**src/design/b64u_pkg.sv**
```systemverilog
`timescale 1ns / 1ps

package b64u_pkg;

  localparam int unsigned FifoDepth = 2;

  // position within the three-byte group
  typedef enum logic [2:0] {
    PhaseZero = 3'b001,
    PhaseOne  = 3'b010,
    PhaseTwo  = 3'b100
  } phase_e;

  // one classified byte: first sextet, optional second sextet, end-of-message mark
  typedef struct packed {
    logic [5:0] sextet0;
    logic [5:0] sextet1;
    logic       has_two;
    logic       fin;
  } entry_t;

  // queue status seen by the front and the back
  typedef struct packed {
    logic full;
    logic empty;
  } fifo_status_t;

  function automatic logic [6:0] sextet_to_ascii(input logic [5:0] s);
    logic [6:0] ext;
    logic [6:0] res;
    ext = {1'b0, s};
    if (s < 6'd26) begin
      res = ext + 7'd65;
    end else if (s < 6'd52) begin
      res = ext + 7'd71;
    end else if (s < 6'd62) begin
      res = ext - 7'd4;
    end else if (s == 6'd62) begin
      res = 7'd45;
    end else begin
      res = 7'd95;
    end
    return res;
  endfunction

endpackage

```
**src/design/base64url_encoder.sv**
```systemverilog
`timescale 1ns / 1ps
// A byte's first character passes through the queue and then the output register.
// One character per cycle leaves through the single output register while out_ready_i
//   is high; a byte yielding two characters sends them one after the other.
// A queue of FifoDepth entries between front and back absorbs output stalls.
// Reset (rst_ni low, asynchronous) clears the group phase, queue and output valid.
module base64url_encoder #(
  parameter int unsigned FifoDepth = b64u_pkg::FifoDepth
) (
  input  logic       clk_i,
  input  logic       rst_ni,
  input  logic       in_valid_i,
  output logic       in_ready_o,
  input  logic [7:0] in_byte_i,
  input  logic       final_byte_i,
  output logic       out_valid_o,
  input  logic       out_ready_i,
  output logic [6:0] out_char_o,
  output logic       final_char_o
);

  b64u_pkg::entry_t       push_entry, head;
  b64u_pkg::fifo_status_t status;
  logic                   push, pop;

  b64u_front u_front (
    .clk_i        (clk_i),
    .rst_ni       (rst_ni),
    .in_valid_i   (in_valid_i),
    .in_ready_o   (in_ready_o),
    .in_byte_i    (in_byte_i),
    .final_byte_i (final_byte_i),
    .status_i     (status),
    .push_o       (push),
    .entry_o      (push_entry)
  );

  b64u_fifo #(
    .Depth (FifoDepth)
  ) u_fifo (
    .clk_i    (clk_i),
    .rst_ni   (rst_ni),
    .push_i   (push),
    .entry_i  (push_entry),
    .pop_i    (pop),
    .head_o   (head),
    .status_o (status)
  );

  b64u_back u_back (
    .clk_i        (clk_i),
    .rst_ni       (rst_ni),
    .head_i       (head),
    .status_i     (status),
    .pop_o        (pop),
    .out_valid_o  (out_valid_o),
    .out_ready_i  (out_ready_i),
    .out_char_o   (out_char_o),
    .final_char_o (final_char_o)
  );

endmodule

```
**src/design/b64u_front.sv**
```systemverilog
`timescale 1ns / 1ps

module b64u_front (
  input  logic              clk_i,
  input  logic              rst_ni,
  input  logic              in_valid_i,
  output logic              in_ready_o,
  input  logic [7:0]        in_byte_i,
  input  logic              final_byte_i,
  input  b64u_pkg::fifo_status_t status_i,
  output logic              push_o,
  output b64u_pkg::entry_t  entry_o
);

  b64u_pkg::phase_e phase_q, phase_d;
  logic [3:0]       left_q, left_d;

  assign in_ready_o = !status_i.full;
  assign push_o     = in_valid_i && in_ready_o;

  always_comb begin
    entry_o.fin = final_byte_i;
    unique case (phase_q)
      b64u_pkg::PhaseOne: begin
        entry_o.sextet0 = {left_q[1:0], in_byte_i[7:4]};
        entry_o.sextet1 = {in_byte_i[3:0], 2'b00};
        entry_o.has_two = final_byte_i;
        left_d          = in_byte_i[3:0];
        phase_d         = b64u_pkg::PhaseTwo;
      end
      b64u_pkg::PhaseTwo: begin
        entry_o.sextet0 = {left_q, in_byte_i[7:6]};
        entry_o.sextet1 = in_byte_i[5:0];
        entry_o.has_two = 1'b1;
        left_d          = 4'd0;
        phase_d         = b64u_pkg::PhaseZero;
      end
      default: begin
        entry_o.sextet0 = in_byte_i[7:2];
        entry_o.sextet1 = {in_byte_i[1:0], 4'b0000};
        entry_o.has_two = final_byte_i;
        left_d          = {2'b00, in_byte_i[1:0]};
        phase_d         = b64u_pkg::PhaseOne;
      end
    endcase
    // end of message: next byte opens a new group
    if (final_byte_i) begin
      left_d  = 4'd0;
      phase_d = b64u_pkg::PhaseZero;
    end
  end

  always_ff @(posedge clk_i or negedge rst_ni) begin
    if (!rst_ni) begin
      phase_q <= b64u_pkg::PhaseZero;
      left_q  <= 4'd0;
    end else if (push_o) begin
      phase_q <= phase_d;
      left_q  <= left_d;
    end
  end

endmodule

```
**src/design/b64u_fifo.sv**
```systemverilog
`timescale 1ns / 1ps

module b64u_fifo #(
  parameter int unsigned Depth = b64u_pkg::FifoDepth
) (
  input  logic                   clk_i,
  input  logic                   rst_ni,
  input  logic                   push_i,
  input  b64u_pkg::entry_t       entry_i,
  input  logic                   pop_i,
  output b64u_pkg::entry_t       head_o,
  output b64u_pkg::fifo_status_t status_o
);

  localparam int unsigned PtrW = (Depth > 1) ? $clog2(Depth) : 1;
  localparam int unsigned CntW = $clog2(Depth + 1);
  localparam logic [PtrW-1:0] LastPtr = PtrW'(Depth - 1);
  localparam logic [CntW-1:0] FullCnt = CntW'(Depth);

  b64u_pkg::entry_t mem_q [Depth];
  logic [PtrW-1:0]  wr_ptr_q, wr_ptr_d, rd_ptr_q, rd_ptr_d;
  logic [CntW-1:0]  cnt_q, cnt_d;
  logic             do_push, do_pop;

  assign status_o.full  = (cnt_q == FullCnt);
  assign status_o.empty = (cnt_q == '0);
  assign do_push = push_i && !status_o.full;
  assign do_pop  = pop_i && !status_o.empty;
  assign head_o  = mem_q[rd_ptr_q];

  always_comb begin
    wr_ptr_d = wr_ptr_q;
    rd_ptr_d = rd_ptr_q;
    cnt_d    = cnt_q;
    if (do_push) begin
      wr_ptr_d = (wr_ptr_q == LastPtr) ? '0 : wr_ptr_q + 1'b1;
    end
    if (do_pop) begin
      rd_ptr_d = (rd_ptr_q == LastPtr) ? '0 : rd_ptr_q + 1'b1;
    end
    if (do_push && !do_pop) begin
      cnt_d = cnt_q + 1'b1;
    end else if (do_pop && !do_push) begin
      cnt_d = cnt_q - 1'b1;
    end
  end

  always_ff @(posedge clk_i or negedge rst_ni) begin
    if (!rst_ni) begin
      wr_ptr_q <= '0;
      rd_ptr_q <= '0;
      cnt_q    <= '0;
    end else begin
      wr_ptr_q <= wr_ptr_d;
      rd_ptr_q <= rd_ptr_d;
      cnt_q    <= cnt_d;
    end
  end

  always_ff @(posedge clk_i) begin
    if (do_push) begin
      mem_q[wr_ptr_q] <= entry_i;
    end
  end

endmodule

```
**src/design/b64u_back.sv**
```systemverilog
`timescale 1ns / 1ps

module b64u_back (
  input  logic                   clk_i,
  input  logic                   rst_ni,
  input  b64u_pkg::entry_t       head_i,
  input  b64u_pkg::fifo_status_t status_i,
  output logic                   pop_o,
  output logic                   out_valid_o,
  input  logic                   out_ready_i,
  output logic [6:0]             out_char_o,
  output logic                   final_char_o
);

  logic       out_valid_q, out_valid_d;
  logic [6:0] char_q, char_d;
  logic       fin_q, fin_d;
  // second character of a two-character entry, waiting for the output register
  logic       pend_q, pend_d;
  logic [5:0] pend_sextet_q;
  logic       pend_fin_q;
  logic       load_en;

  assign load_en = !out_valid_q || out_ready_i;
  assign pop_o   = load_en && !pend_q && !status_i.empty;

  always_comb begin
    out_valid_d = out_valid_q;
    char_d      = char_q;
    fin_d       = fin_q;
    pend_d      = pend_q;
    if (load_en) begin
      if (pend_q) begin
        out_valid_d = 1'b1;
        char_d      = b64u_pkg::sextet_to_ascii(pend_sextet_q);
        fin_d       = pend_fin_q;
        pend_d      = 1'b0;
      end else if (!status_i.empty) begin
        out_valid_d = 1'b1;
        char_d      = b64u_pkg::sextet_to_ascii(head_i.sextet0);
        fin_d       = head_i.fin && !head_i.has_two;
        pend_d      = head_i.has_two;
      end else begin
        out_valid_d = 1'b0;
      end
    end
  end

  always_ff @(posedge clk_i or negedge rst_ni) begin
    if (!rst_ni) begin
      out_valid_q <= 1'b0;
      pend_q      <= 1'b0;
    end else begin
      out_valid_q <= out_valid_d;
      pend_q      <= pend_d;
    end
  end

  always_ff @(posedge clk_i) begin
    char_q <= char_d;
    fin_q  <= fin_d;
    if (pop_o) begin
      pend_sextet_q <= head_i.sextet1;
      pend_fin_q    <= head_i.fin;
    end
  end

  assign out_valid_o  = out_valid_q;
  assign out_char_o   = char_q;
  assign final_char_o = fin_q;

endmodule

```
**config.mk**
```make
export PLATFORM = sky130hd
export DESIGN_NAME = base64url_encoder
export DESIGN_NICKNAME = d
export VERILOG_FILES = /design/src/design/b64u_pkg.sv /design/src/design/base64url_encoder.sv /design/src/design/b64u_front.sv /design/src/design/b64u_fifo.sv /design/src/design/b64u_back.sv
export SDC_FILE = /design/constraint.sdc
export NUM_CORES = 1
export LEC_CHECK = 0
export BUFFER_PORTS_ARGS = -buffer_cell sky130_fd_sc_hd__buf_2
export CAP_MARGIN = 20
export CORE_MARGIN = 8
export CORE_UTILIZATION = 50
export CTS_BUF_LIST = sky130_fd_sc_hd__clkbuf_8 sky130_fd_sc_hd__clkbuf_16
export DETAILED_ROUTE_END_ITERATION = 8
export PLACE_DENSITY_LB_ADDON = 0.1
export SLEW_MARGIN = 20
export SYNTH_ARGS = -nofsm -noshare
export SYNTH_HDL_FRONTEND = slang
export SYNTH_SLANG_ARGS = --single-unit
```
**constraint.sdc**
```tcl
create_clock -name clk_i -period 6.9 [get_ports clk_i]
set_input_delay 1.38 -clock clk_i [delete_from_list [all_inputs] [get_ports clk_i]]
set_output_delay 1.38 -clock clk_i [all_outputs]
set_load 0.05 [all_outputs]
```
==> results.yml, run 1 <==
sta:
  min_period_ns: 2.84
  hold_viol_final: 0
  drv_slew: 0
  fmax_mhz: 352
  setup_violations: 0
  period_share_pct: 41.2
  max_slew.worst_pin.slew_ns: 0.760
  tns_ns: 0
  rsz0062_at_grt: "false"
  slew_headroom_pct: 49.1
  skew_ns: 0.0140
  layout_setup_ws_ns: 4.06
route:
  final_antenna_net_count: 0
  drc: 0
  vias: 2212
  drt_pre_antenna_iters: 4
  via_per_inst: 5.60
  wl_um: 6140
  drt_iter0_drc: 122
  wl_per_cell_um: 15.5
placement:
  routabilityCongestion: 0.882
  post-place-ws_ns: 3.88
  io_buffer_count: 22
  dpl_cell_area_um2: 3350
  dp_hpwl_um: 4690
floorplan:
  coreArea_um2: 6240
  rows: 29
  dieArea_um2: 9170
  die_w_um: 95.8
  initial_core_util_pct: 51.0
  io_pins: 23
  die-height_um: 95.8
synth:
  async_flop_share_pct: 23.2
  mappedNetlistArea_um2: 3180
  avgSynthCellArea_um2: 10.8
  syn_inst: 296
  yosysWarnings: 0
  ys_seq_area_share_pct: 50.8
  yosys.area.top_type_share_pct: 40.6
  synth.distinct_cells: 66
  synthTopCellsByArea: "edfxtp_1, dfrtp_1, ha_1"
  synth-seq-cells: 56
  synth_edf_count: 43
  syn-num-nets: 322
  ys.flop_type: "edfxtp_1"
  yosysTopAreaCell: "edfxtp_1"
worst_setup_path:
  crit_fanout: 29
  critPathCaptureType: "flip-flop"
  crit_chain: "buf_4 -> mux2i_1 -> inv_1 -> ha_1 -> a21oi_1 -> a22oi_1 -> or2_1 -> o32ai_1 -> a21oi_2"
  cp_slowest_cell: "mux2i_1"
  critical_path_class: "reg -> reg"
  required_ns: 6.96
  worstPathArrival_ns: 2.90
  max_stage_delay_ns: 0.49
  startpoint_type: "flip-flop"
global_routing:
  grt_usage_pct: 14.5
  grt_max_degree: 30
  overflow: 0
  grt_antenna_before_repair: 0
  grt_pass1_wl_um: 10400
  grt_pass1_vias: 2166
clock_network:
  cts_root_buffer: "clkbuf_8"
  htreeDepth: 2
  cts_setup_buffers: 0
  cts.reportedPaths.clkPinSlew_ns: 0.10
  clock-sinks: 56
  clk_path_buf_depth: 2
  cts_buffers: 5
  tritoncts: "built"
  hold_buffers: 0
  cts.repair.resized: 0
  clk_latency_ns: 0.31
pwr:
  peakVddDrop_mv: 0.288
  power_mw: 1.74
  p_per_area_nw_per_um2: 504
  p_leak_nw: 1.35
final_layout:
  n_fill_cell: 547
  fin_nets: 343
  n_antenna_cell: 0
  multiInputGateArea_um2: 1440
  fin_area_um2: 3460
  regArea_um2: 1620
  syn_to_final_growth_pct: 8.84
  finish.utilization_pct: 55.5
  drive_above_1_share_pct: 19.5
status:
  status: "complete, no violations"
flow_run:
  maxCapViolCount: 0
worst_hold_path:
  hold_class: "reg -> reg"
## metrics by stage
step	std cells	hold WS [ns]
floorplan	296	0.451
global placement	387	0.471
detailed placement	387	0.480
CTS	395	0.495
global route	395	0.509
finish	395	0.493
## critical path: cells and delay by family, from the launching register on
family                     cells  cell delay [ns]
AOI/OAI and AO/OA              4             0.65
muxes                          1             0.49
buffers and inverters          2             0.44
DFF                            1             0.34
and+or+nand+nor                1             0.34
adders and majority gates      1             0.32
## sequential cells by signal, summed over array words and instances, names as in the netlist
| register | count |
|---|---|
| u_fifo.mem_q | 28 |
| u_back.out_char_o | 7 |
| u_fifo.rd_ptr_q | 1 |
| u_back.pend_sextet_q | 6 |
| u_back.final_char_o | 1 |
| u_back.pend_fin_q | 1 |
| u_fifo.cnt_q | 2 |
| u_front.phase_q | 3 |
| u_front.left_q | 4 |
| u_back.pend_q | 1 |
| u_fifo.wr_ptr_q | 1 |
| u_back.out_valid_o | 1 |
## synth_stat cells, types with 4 or more instances
cell and count:
inv_1 13, o21ai_0 10, mux2_2 9, a21oi_1 14, buf_2 5, nor2b_1 5, nand2_1 40, xor2_1 4
nor2_1 21, xnor2_1 4, clkbuf_1 5, nand3_1 9, nand2b_1 4, edfxtp_1 43, nor3_1 7, dfrtp_1 12
ha_1 13, a22oi_1 11
## placed cells by master (no fill, tap or decap), types with 4 or more instances in the layout
master,netlist,routed
edfxtp_1,43,43
nand2_1,40,40
buf_2,5,22
nor2_1,21,21
a21oi_1,14,14
inv_1,13,13
ha_1,13,13
dfrtp_1,12,12
a22oi_1,11,11
o21ai_0,10,10
mux2_2,9,9
nand3_1,9,9
nor3_1,7,6
nor2b_1,5,5
clkbuf_8,0,5
buf_4,1,5
nand2b_1,4,4
xor2_1,4,4
xnor2_1,4,4
## report_power, final
part           internal, mW  total, mW  switching, mW
logic                 0.337      0.887          0.550
registers             0.553      0.656          0.103
clock network        0.0956      0.202          0.106
total                 0.985       1.74          0.759
## routing by layer
metal | wire (um) | part of all wire [%] | track usage, % | vias up
li1 | - | - | - | 1120
met1 | 2880 | 47 | 18.9 | 1035
met2 | 2980 | 49 | 23.8 | 48
met3 | 193 | 3.1 | 2.18 | 9
met4 | 78 | 1.3 | 5.25 | 0
met5 | 0 | 0 | 0 | -
## cell families after synthesis
family / count (synthesis) / synth area share [%]
compound gates: 67 / 15.1
xor+xnor: 8 / 2.20
fa+ha+maj: 13 / 5.11
buf+inv: 28 / 4.21
flops: 56 / 50.8
mux: 14 / 5.07
simple gates: 110 / 17.5
## worst paths after layout
kind	start	end	slack, ns	cells after the start
setup / recovery	u_fifo.rd_ptr_q$_DFFE_PN0P_	u_back.out_char_o[5]$_DFFE_PP_	4.06	9
hold / removal	u_front.phase_q[0]$_DFFE_PN1P_	u_front.phase_q[0]$_DFFE_PN1P_	0.49	2
setup reg to reg	u_fifo.rd_ptr_q$_DFFE_PN0P_	u_back.out_char_o[5]$_DFFE_PP_	4.06	9
hold reg to reg	u_front.phase_q[0]$_DFFE_PN1P_	u_front.phase_q[0]$_DFFE_PN1P_	0.49	2
max in group asynchronous	rst_ni	u_front.phase_q[0]$_DFFE_PN1P_	5.68	1
min in group asynchronous	rst_ni	u_back.pend_q$_DFFE_PN0N_	0.94	1
## area by class of cell
| class | instances | share of cell area (%) |
|---|---|---|
| flip-flops and latches | 56 | 46.7 |
| multi-input cells | 212 | 41.5 |
| repair buffers | 27 | 4.26 |
| well taps | 77 | 2.78 |
| clock buffers | 6 | 2.71 |
| inverters | 15 | 1.63 |
| clock inverters | 2 | 0.469 |
No activity file was read; power rests on OpenSTA's default activity.
==> run 2: changes to the inputs <==
==> constraint.sdc (replaced) <==
create_clock -name clk_i -period 2.38 [get_ports clk_i]
set_input_delay 0.476 -clock clk_i [delete_from_list [all_inputs] [get_ports clk_i]]
set_output_delay 0.476 -clock clk_i [all_outputs]
set_load 0.05 [all_outputs]
==> run 2 against run 1 <==
Setup slack got worse by 3.8 ns; largest power group unchanged; via count grew 2.8%; sequential cell count is the same; maximum frequency up 31%; sequential power grew to 2.8 times the previous value; highest routed layer unchanged; register-to-register slack got worse by 3.8 ns; first-iteration DRC count shrank 16%.
==> results.yml, run 2 (synthesis gave the netlist of run 1 again) <==
status:
  status: "complete, no violations"
floorplan:
  die-height_um: 95.8
  initial_core_util_pct: 51.0
  die_w_um: 95.8
  io_pins: 23
  rows: 29
  dieArea_um2: 9170
  coreArea_um2: 6240
sta:
  slew_headroom_pct: 45.6
  rsz0062_at_grt: "false"
  setup_violations: 0
  max_slew.worst_pin.slew_ns: 0.813
  skew_ns: 0.0109
  drv_slew: 0
  layout_setup_ws_ns: 0.208
  period_share_pct: 91.3
  fmax_mhz: 460
  min_period_ns: 2.17
  tns_ns: 0
  hold_viol_final: 0
  whs_ns: 0.0344
worst_setup_path:
  critPathCaptureType: "flip-flop"
  startpoint_type: "flip-flop"
  worstPathArrival_ns: 2.32
  critical_path_class: "reg -> reg"
  crit_fanout: 7
  required_ns: 2.53
  rrSetupSlack_ns: 0.21
final_layout:
  fin_nets: 349
  largest_reg_flops: 28
  layout_commonest_cell: "edfxtp_1"
  most-common-layout-cells: "edfxtp_1, nand2_1, buf_2"
  n_antenna_cell: 0
  n_fill_cell: 558
  top_register: "u_fifo.mem_q"
  drive_above_1_share_pct: 21.3
  syn_to_final_growth_pct: 10.3
  fin_area_um2: 3510
  final_cells: 401
  finish.utilization_pct: 56.3
clock_network:
  tritoncts: "built"
  cts_root_buffer: "clkbuf_8"
  clock-sinks: 56
  hold_buffers: 0
  cts.reportedPaths.clkPinSlew_ns: 0.10
  clk_path_buf_depth: 2
  htreeDepth: 2
  cts_setup_buffers: 0
  cts_buffers: 5
  cts.repair.resized: 0
  clk_latency_ns: 0.31
placement:
  io_buffer_count: 22
  dp_hpwl_um: 4720
  post-place-ws_ns: 0.211
  routabilityCongestion: 0.876
  dpl_cell_area_um2: 3420
  dp.cells: 393
route:
  wl_per_cell_um: 15.5
  drc: 0
  via_per_inst: 5.67
  drt_pre_antenna_iters: 4
  final_antenna_net_count: 0
  wl_um: 6230
  vias: 2275
  drt_iter0_drc: 103
global_routing:
  grt_pass1_wl_um: 10300
  grt_pass1_vias: 2201
  grt_usage_pct: 14.2
  grt_antenna_before_repair: 0
  grt_max_degree: 20
  overflow: 0
pwr:
  p_leak_nw: 1.38
  p_per_area_nw_per_um2: 1450
  power_mw: 5.11
  peakVddDrop_mv: 0.770
worst_hold_path:
  hold_class: "in -> async"
flow_run:
  maxCapViolCount: 0
run 2: cell type report:
class	count	area [um2]	share of cell area [%]
flip-flops and latches	56	1620	46.1
multi-input cells	212	1460	41.5
repair buffers	33	193	5.49
well taps	77	96.3	2.74
clock buffers	5	68.8	1.96
inverters	15	56.3	1.60
clock inverters	3	21.3	0.606
run 2: critical path, stage by stage, from the launching register on:
cell	delay (ns)
dfrtp_1	0.44
nor2b_1	0.25
a21oi_4	0.05
buf_4	0.16
ha_1	0.21
nand4b_1	0.10
nand2_1	0.06
or2_1	0.31
and3_1	0.23
o31ai_2	0.20
run 2: power by group:
group          internal, mW  switching [mW]  total (mW)
clock network         0.212           0.317       0.529
registers              1.60           0.259        1.86
logic                  1.07            1.65        2.72
run 2: metal layers:
metal  share of wire [%]  wire (um)  GRT usage (%)
met1                  46       2870           17.7
met2                  48       3010           23.6
met3                 3.7        228           2.89
met4                 2.0        123           5.38
met5                   0          0              0
run 2: worst paths after layout:
path | from | endpoint | cells past startpoint
max | u_fifo.rd_ptr_q$_DFFE_PN0P_ | u_back.out_char_o[1]$_DFFE_PP_ | 9
min | rst_ni | u_back.out_valid_o$_DFFE_PN0N_ | 1
max reg2reg | u_fifo.rd_ptr_q$_DFFE_PN0P_ | u_back.out_char_o[1]$_DFFE_PP_ | 9
min reg2reg | u_front.left_q[2]$_DFFE_PN0P_ | u_front.left_q[2]$_DFFE_PN0P_ | 2
max in group asynchronous | rst_ni | u_front.phase_q[0]$_DFFE_PN1P_ | 1
min in group clk_i | final_byte_i | u_fifo.mem_q[1][0]$_DFFE_PP_ | 1
